==> src/hdl/ppjs_pkg.sv <==
package ppjs_pkg;

  localparam int DATA_W    = 32;
  localparam int GW_W      = 7;
  localparam int GH_W      = 11;
  localparam int COEF_XY_W = 16;
  localparam int COEF_B_W  = 32;
  localparam int CHG_W     = 47;
  localparam int PSUM_W    = 48;
  localparam int CFG_IDX_W = 3;

  localparam int MAX_WIDTH_DEF  = 64;
  localparam int MAX_HEIGHT_DEF = 1024;
  localparam int FRAC_BITS_DEF  = 16;

  localparam logic [CFG_IDX_W-1:0] REG_GRID_WIDTH  = 3'd0;
  localparam logic [CFG_IDX_W-1:0] REG_GRID_HEIGHT = 3'd1;
  localparam logic [CFG_IDX_W-1:0] REG_COEF_X      = 3'd2;
  localparam logic [CFG_IDX_W-1:0] REG_COEF_Y      = 3'd3;
  localparam logic [CFG_IDX_W-1:0] REG_COEF_B      = 3'd4;

  localparam logic [GW_W-1:0]      GRID_WIDTH_RST  = 7'd64;
  localparam logic [GH_W-1:0]      GRID_HEIGHT_RST = 11'd64;
  localparam logic [COEF_XY_W-1:0] COEF_X_RST      = 16'd16384;
  localparam logic [COEF_XY_W-1:0] COEF_Y_RST      = 16'd16384;
  localparam logic [COEF_B_W-1:0]  COEF_B_RST      = 32'd0;

  localparam logic [DATA_W-1:0] DATA_MAX = 32'h7FFF_FFFF;
  localparam logic [DATA_W-1:0] DATA_MIN = 32'h8000_0000;

  typedef struct packed {
    logic done;
    logic restart;
  } ctl_t;

  typedef struct packed {
    logic [DATA_W-1:0] pl;
    logic [DATA_W-1:0] pr;
    logic [DATA_W-1:0] pu;
    logic [DATA_W-1:0] pd;
    logic [DATA_W-1:0] pc;
    logic [DATA_W-1:0] bv;
  } tap_t;

endpackage

==> src/hdl/ppjs_accum.sv <==
module ppjs_accum import ppjs_pkg::*; #(
  parameter int MAX_WIDTH  = MAX_WIDTH_DEF,
  parameter int MAX_HEIGHT = MAX_HEIGHT_DEF
) (
  input  logic                          clk,
  input  logic                          rst,
  input  logic                          res_valid,
  output logic                          res_take,
  input  logic [DATA_W-1:0]             res_np,
  input  logic [DATA_W-1:0]             res_d,
  input  logic [$clog2(MAX_WIDTH)-1:0]  res_col,
  input  logic [$clog2(MAX_HEIGHT)-1:0] res_row,
  input  ctl_t                          res_ctl,
  output logic                          out_valid,
  input  logic                          out_ready,
  output logic [$clog2(MAX_WIDTH)-1:0]  cell_column,
  output logic [$clog2(MAX_HEIGHT)-1:0] cell_row,
  output logic signed [DATA_W-1:0]      new_pressure,
  output logic [CHG_W-1:0]              change_sum,
  output logic signed [PSUM_W-1:0]      pressure_sum,
  output logic                          frame_done
);

  logic [CHG_W-1:0]  chg_base, chg_next;
  logic [CHG_W:0]    chg_sum;
  logic [PSUM_W-1:0] ps_base, ps_next;
  logic [PSUM_W:0]   ps_sum;

  assign res_take = !out_valid || out_ready;

  always_comb begin
    chg_base = res_ctl.restart ? '0 : change_sum;
    chg_sum  = {1'b0, chg_base} + (CHG_W + 1)'(res_d);
    chg_next = chg_sum[CHG_W] ? {CHG_W{1'b1}} : chg_sum[CHG_W-1:0];
    ps_base  = res_ctl.restart ? '0 : pressure_sum;
    ps_sum   = {ps_base[PSUM_W-1], ps_base}
             + {{(PSUM_W + 1 - DATA_W){res_np[DATA_W-1]}}, res_np};
    if (ps_sum[PSUM_W] != ps_sum[PSUM_W-1]) begin
      ps_next = ps_sum[PSUM_W] ? {1'b1, {(PSUM_W-1){1'b0}}} : {1'b0, {(PSUM_W-1){1'b1}}};
    end else begin
      ps_next = ps_sum[PSUM_W-1:0];
    end
  end

  always_ff @(posedge clk) begin
    if (rst) begin
      out_valid    <= 1'b0;
      change_sum   <= '0;
      pressure_sum <= '0;
    end else if (res_take) begin
      out_valid <= res_valid;
      if (res_valid) begin
        change_sum   <= chg_next;
        pressure_sum <= ps_next;
      end
    end
  end

  always_ff @(posedge clk) begin
    if (res_take && res_valid) begin
      cell_column  <= res_col;
      cell_row     <= res_row;
      new_pressure <= res_np;
      frame_done   <= res_ctl.done;
    end
  end

endmodule

==> config.mk <==
export PLATFORM = sky130hd
export DESIGN_NAME = ppjs_accum
export DESIGN_NICKNAME = d
export VERILOG_FILES = /design/src/hdl/ppjs_pkg.sv /design/src/hdl/ppjs_accum.sv
export SDC_FILE = /design/constraint.sdc
export NUM_CORES = 1
export LEC_CHECK = 0
export BUFFER_PORTS_ARGS = -buffer_cell sky130_fd_sc_hd__buf_4
export CAP_MARGIN = 15
export CORE_ASPECT_RATIO = 2
export CORE_MARGIN = 5
export CORE_UTILIZATION = 30
export DETAILED_ROUTE_END_ITERATION = 6
export HOLD_SLACK_MARGIN = 0.05
export SYNTH_ARGS = -nofsm -noshare
export SYNTH_HDL_FRONTEND = slang
export SYNTH_SLANG_ARGS = --single-unit
==> constraint.sdc <==
create_clock -name clk -period 6.6 [get_ports clk]
set_clock_uncertainty 0.05 [all_clocks]
set_input_delay 1.98 -clock clk [delete_from_list [all_inputs] [get_ports clk]]
set_output_delay 1.98 -clock clk [all_outputs]
set_load 0.01 [all_outputs]
==> reports/metrics.cfg, run 1 <==
[critical_path]
path_common_cell = sky130_fd_sc_hd__buf_4
list_of_cells_traversed_by_the_critical_path = buf_4, buf_12, nor2b_1, ha_1, a211oi_1, nor2_1, o311ai_0, a21o_1, o2111a_1, nor3_2, o21ai_1, a32o_2, buf_4, maj3_2, a211oi_2
critical_path_peak_fanout = 41
crit_family = compound AO/OA/AOI/OAI gates
worst_setup_path_start_kind = primary input
critPathKind = primary input to flop
worstPathArrival_ps = 5990
cp_launch_point = res_ctl[0]
worst_setup_path_end_kind = flop
cpPeakStageDelay_ps = 790
crit_slowest_cell = sky130_fd_sc_hd__a32o_2
critical_path.reg2reg.startpoint = pressure_sum[0]$_SDFFE_PP0P_
worst_ep_required_time_ps = 6830
cp_num_buf_inv = 3

[global_routing]
number_of_antenna_violations_at_the_first_check_in_global_routing = 0
grt_pass1_vias = 10272
grt_start_max_net_pins = 101
global_route.usage.total = 0.173
global_route_wire_length_before_repair_um = 53900
overflow = 0

[power_and_ir_drop]
internal_power_uw = 2000
power_frac_seq = 0.348
switchingPower_uw = 1010
power.share.combinational = 0.309
static-leakage-power_uw = 0.00567
max-vdd-ir-drop_uv = 188
sw_ratio = 0.336
clock_power_share = 0.343
power_per_cell_area_nw_per_um2 = 226

[detailed_routing]
route.detailed.wl_per_inst_um = 18.3
via_per_inst = 5.24
route.vias.total = 9827
drc = 0
detail_route.iter0.violations = 315
drt-pass1-iter-count = 5
final_antenna_violating_net_count = 0
drt_wl_total_um = 34400

[layout]
fraction_of_layout_instances_using_a_drive_strength_above_1 = 0.221
stdcell_area_um2 = 13300
synthToLayoutAreaGrowth_pct = 26.1
antennaDiodeCount = 0
final_net_count = 1587

[synthesis]
netlist_instances = 1227
synth_area_um2 = 10500
async_reset_ff_frac = 0
synth_edf_count = 49
synth_top_flop_cell = sky130_fd_sc_hd__dfxtp_1
synth.distinct_cells = 70
yosysMostFrequentCell = sky130_fd_sc_hd__nor2_1
synth_common_cells = 131 x sky130_fd_sc_hd__nor2_1, 99 x sky130_fd_sc_hd__a21oi_1, 96 x sky130_fd_sc_hd__dfxtp_1, 89 x sky130_fd_sc_hd__nor2b_1, 80 x sky130_fd_sc_hd__ha_1
synth_nets = 1395
post_synth_main_area_contributors = sky130_fd_sc_hd__dfxtp_1 18%, sky130_fd_sc_hd__edfxtp_1 14%, sky130_fd_sc_hd__ha_1 9.5%
sequential_cell_area_fraction_in_the_yosys_report = 0.322
synth.avg_cell_area_um2 = 8.59
synth_top_area_cell = sky130_fd_sc_hd__dfxtp_1
synth_top_area_share = 0.182
synth_warnings = 0
synth-seq-cells = 145

[timing]
max_freq_mhz = 174
fin_crit_ps = 5760
period_share = 0.873
transition_time_at_the_pin_with_the_least_slew_margin_ps = 884
fin_hold_ws_ps = 458
maxSlewHeadroom = 0.403
setup_repair_after_global_routing_missed_its_margin = false
hold_viol = 0
post_route_setup_tns_ps = 0
drv_slew = 0
finalSetupViolations = 0

[floorplanning]
start_util = 0.302
io_pins = 232
die-width_um = 143
floorplan.core_area_um2 = 35000
die_h_um = 275
full_die_area_um2 = 39200
site_row_count = 97

[clock_network]
clock_tree_from_tritoncts = yes
cts_made_buffers = 17
post_cts_hold_buffer_count = 0
cts-resized-gates = 0
tritoncts_num_sinks = 145
cts.root.buffer_cell = sky130_fd_sc_hd__clkbuf_16
clk_pin_slew_worst_paths_ps = 70
htree_levels = 4
insertion_delay_ps = 450
cts_setup_buffers = 0
cts_max_path_buffers = 2

[outcome]
outcome = complete, no violations

[placement]
gp_congestion = 0.911
io_buffer_count = 231
dp_hpwl_um = 26800
placedInstanceArea_um2 = 12700

[min_path]
hp-class = flop to flop
start_point_of_the_worst_min_delay_path = pressure_sum[47]$_SDFFE_PP0P_

[flow_run]
cap_violations = 0

## registers in the layout, indices dropped and copies added, names as in the netlist
register and count:
cell_column 6, cell_row 10, change_sum 47, frame_done 1, new_pressure 32, out_valid 1, pressure_sum 48
## layout make-up
type,instances,area (µm²)
clock buffers,17,425
clock inverters,15,188
fillers,3599,21700
inverters,29,114
multi-input cells,980,6730
flip-flops and latches,145,3390
well taps,445,557
repair buffers,246,1890
## cells in the final DEF (no fill, tap or decap), types with 10 or more instances in the layout
cell / Yosys / final
sky130_fd_sc_hd__and3_1: 14 / 14
sky130_fd_sc_hd__a211oi_1: 58 / 58
sky130_fd_sc_hd__o21ai_0: 57 / 57
sky130_fd_sc_hd__o22ai_1: 25 / 25
sky130_fd_sc_hd__ha_1: 80 / 80
sky130_fd_sc_hd__nand3_1: 13 / 13
sky130_fd_sc_hd__maj3_2: 16 / 16
sky130_fd_sc_hd__clkbuf_16: 0 / 17
sky130_fd_sc_hd__maj3_1: 30 / 30
sky130_fd_sc_hd__a21oi_1: 99 / 99
sky130_fd_sc_hd__inv_1: 29 / 28
sky130_fd_sc_hd__buf_4: 1 / 242
sky130_fd_sc_hd__xor2_1: 31 / 31
sky130_fd_sc_hd__xnor2_1: 41 / 40
sky130_fd_sc_hd__o21a_1: 10 / 10
sky130_fd_sc_hd__nor2_1: 131 / 131
sky130_fd_sc_hd__a31oi_1: 10 / 10
sky130_fd_sc_hd__dfxtp_1: 96 / 96
sky130_fd_sc_hd__a21o_1: 45 / 45
sky130_fd_sc_hd__edfxtp_1: 49 / 49
sky130_fd_sc_hd__o21bai_1: 13 / 13
sky130_fd_sc_hd__nand4_1: 16 / 16
sky130_fd_sc_hd__nand2_1: 57 / 57
sky130_fd_sc_hd__nor3_1: 20 / 20
sky130_fd_sc_hd__nand2b_1: 18 / 18
sky130_fd_sc_hd__nor2b_1: 89 / 89
## worst paths after layout
kind	to	slack (ps)	cells after the start
hold / removal	pressure_sum[47]$_SDFFE_PP0P_	460	2
hold reg to reg	pressure_sum[47]$_SDFFE_PP0P_	460	2
setup reg to reg	pressure_sum[33]$_SDFFE_PP0P_	2370	15
setup / recovery	pressure_sum[39]$_SDFFE_PP0P_	840	15
## tightest hold or removal path, stage by stage (launching register included)
cell	delay, ps
sky130_fd_sc_hd__dfxtp_1	320
sky130_fd_sc_hd__nor2_1	100
sky130_fd_sc_hd__nor3_1	50
## through the flow
stage / setup slack [ps] / total power [µW] / util / std cells
3_5_place_dp: 327 / 2000 / 0.363 / 1844
5_1_grt: 539 / 3180 / 0.380 / 1877
3_3_place_gp: 433 / 1990 / 0.363 / 1844
6_report: 840 / 3010 / 0.380 / 1877
4_1_cts: 836 / 3060 / 0.380 / 1876
2_1_floorplan: 1140 / 1680 / - / 1227
## per-layer routing
metal / track usage / part of all wire / vias to the layer above
met2: 0.359 / 0.59 / 248
met3: 0.0351 / 0.045 / 69
li1: - / - / 4885
met4: 0.0789 / 0.038 / 0
met5: 0 / 0 / -
met1: 0.153 / 0.32 / 4625
## cells by family after synthesis
kind of cell,count (synthesis),synth area share
buf+inv,102,0.0406
fa+ha+maj,128,0.144
simple gates,386,0.183
xor+xnor,72,0.0598
flops,145,0.322
compound gates,392,0.249
mux,2,0.00190
## power by group through the flow
stage	combinational (µW)	sequential (µW)	clock (µW)
floorplan	583	1090	0
global placement	923	1070	0
detailed placement	933	1070	0
CTS	940	1050	1070
global route	1020	1060	1100
finish	930	1050	1030
No activity file was read; power rests on OpenSTA's default activity.
==> run 2, diff against run 1 <==
--- a/config.mk
+++ b/config.mk
@@ -5,13 +5,15 @@
 export SDC_FILE = /design/constraint.sdc
 export NUM_CORES = 1
 export LEC_CHECK = 0
+export ABC_CLOCK_PERIOD_IN_PS = 6600
 export BUFFER_PORTS_ARGS = -buffer_cell sky130_fd_sc_hd__buf_4
 export CAP_MARGIN = 15
 export CORE_ASPECT_RATIO = 2
-export CORE_MARGIN = 5
+export CORE_MARGIN = 2
 export CORE_UTILIZATION = 30
 export DETAILED_ROUTE_END_ITERATION = 6
 export HOLD_SLACK_MARGIN = 0.05
+export PLACE_DENSITY = 0.52
 export SYNTH_ARGS = -nofsm -noshare
 export SYNTH_HDL_FRONTEND = slang
 export SYNTH_SLANG_ARGS = --single-unit
==> reports/metrics.cfg, run 2 (synthesized netlist as in run 1, its figures left out) <==
[min_path]
hp-class = flop to flop

[detailed_routing]
drt_wl_total_um = 34900
detail_route.iter0.violations = 365
drc = 0
final_antenna_violating_net_count = 0
route.detailed.wl_per_inst_um = 18.5
via_per_inst = 5.23
drt-pass1-iter-count = 5
route.vias.total = 9852

[clock_network]
cts_setup_buffers = 0
cts_made_buffers = 17
insertion_delay_ps = 460
clock_tree_from_tritoncts = yes
tritoncts_num_sinks = 145
htree_levels = 4
post_cts_hold_buffer_count = 0
cts.root.buffer_cell = sky130_fd_sc_hd__clkbuf_16
clk_pin_slew_worst_paths_ps = 60
cts-resized-gates = 0
cts_max_path_buffers = 2

[layout]
biggestRegsByFlops = pressure_sum (48), change_sum (47), new_pressure (32)
final_net_count = 1592
layoutNonFillerInstCount = 1882
registers.top_by_ff_count = pressure_sum
antennaDiodeCount = 0
final_common_cell = sky130_fd_sc_hd__buf_4
stdcell_area_um2 = 13400
commonest_cells_after_routing_fill_and_taps_aside = 248 x sky130_fd_sc_hd__buf_4, 131 x sky130_fd_sc_hd__nor2_1, 99 x sky130_fd_sc_hd__a21oi_1
max_reg_flops = 48
fraction_of_layout_instances_using_a_drive_strength_above_1 = 0.224
synthToLayoutAreaGrowth_pct = 27.0

[floorplanning]
start_util = 0.303
floorplan.core_area_um2 = 34800
site_row_count = 97
io_pins = 232
full_die_area_um2 = 36700
die-width_um = 137
die_h_um = 269

[timing]
period_share = 0.836
post_route_setup_tns_ps = 0
hold_viol = 0
drv_slew = 0
finalSetupViolations = 0
transition_time_at_the_pin_with_the_least_slew_margin_ps = 863
worst_slack_ps = 1080
maxSlewHeadroom = 0.425
max_freq_mhz = 181
fin_crit_ps = 5520
setup_repair_after_global_routing_missed_its_margin = false

[global_routing]
grt_start_max_net_pins = 110
overflow = 0
global_route.usage.total = 0.191
global_route_wire_length_before_repair_um = 54300
number_of_antenna_violations_at_the_first_check_in_global_routing = 0
grt_pass1_vias = 10077

[power_and_ir_drop]
post-layout-total-power_uw = 3100
max-vdd-ir-drop_uv = 196
static-leakage-power_uw = 0.00572
power_per_cell_area_nw_per_um2 = 232

[critical_path]
crit_family = compound AO/OA/AOI/OAI gates
path_common_cell = sky130_fd_sc_hd__buf_4
crit_slowest_cell = sky130_fd_sc_hd__ha_1
cpPeakStageDelay_ps = 440
worstPathArrival_ps = 5830
critical_path_peak_fanout = 30
critPathKind = primary input to flop
worst_setup_path_start_kind = primary input
worst_setup_path_end_kind = flop
worst_ep_required_time_ps = 6910
cp_num_buf_inv = 3
list_of_cells_traversed_by_the_critical_path = buf_4, buf_4, nor2b_1, ha_1, nor3_1, o31ai_1, nand3_1, a22o_1, o2111a_1, nor3_2, o21ai_1, a32o_2, buf_4, maj3_1, a211oi_1

[placement]
place_ws_ps = 600
placedInstanceArea_um2 = 12700
dp_hpwl_um = 27000
io_buffer_count = 231
gp_congestion = 0.901
placedCellCount = 1850

[flow_run]
cap_violations = 0

[outcome]
outcome = complete, no violations

==> run 2: cell types whose count changed in the layout (fill, tap and decap cells not counted), sizes merged <==
cell / delta
clkinvlp: -1
bufinv: +2
clkinv: +2
inv: -3
buf: +5
==> run 2: worst reg2reg max path, delay by kind of cell (launching register included) <==
family / cells / cell delay, ps
AND/OR/NAND/NOR: 3 / 520
buffers and inverters: 2 / 340
adder cells (fa/ha/maj): 3 / 940
AO/OA/AOI/OAI: 7 / 1780
flip-flops: 1 / 370
==> run 2: final timing paths <==
check | slack (ps) | cells past startpoint | startpoint | endpoint
worst min register to register | 460 | 2 | change_sum[15]$_SDFFE_PP0P_ | change_sum[15]$_SDFFE_PP0P_
worst min-delay path | 460 | 2 | change_sum[15]$_SDFFE_PP0P_ | change_sum[15]$_SDFFE_PP0P_
worst max register to register | 2520 | 15 | pressure_sum[0]$_SDFFE_PP0P_ | pressure_sum[19]$_SDFFE_PP0P_
worst max-delay path | 1080 | 15 | res_ctl[0] | pressure_sum[19]$_SDFFE_PP0P_
==> run 2: per-layer routing <==
metal	routed length, µm	track usage	vias to the layer above
met1	11300	0.167	4653
met4	1190	0.0885	0
li1	-	-	4903
met5	0	0	-
met3	1450	0.0367	66
met2	21000	0.394	230
==> run 2: power breakdown <==
part / switching (µW) / internal, µW
sequential: 50.8 / 999
clock: 466 / 654
combinational: 508 / 426
total: 1020 / 2080
==> run 2: stage by stage <==
stage	hold WS (ps)	utilization
floorplan	474	-
global placement	453	0.365
detailed placement	456	0.365
CTS	467	0.384
global route	489	0.384
finish	461	0.384
==> run 2: layout make-up <==
class                   instances  area (µm²)
fillers                      3601       21400
clock buffers                  17         425
flip-flops and latches        145        3390
repair buffers                251        1920
inverters                      29         114
clock inverters                15         245
multi-input cells             980        6730
well taps                     445         557
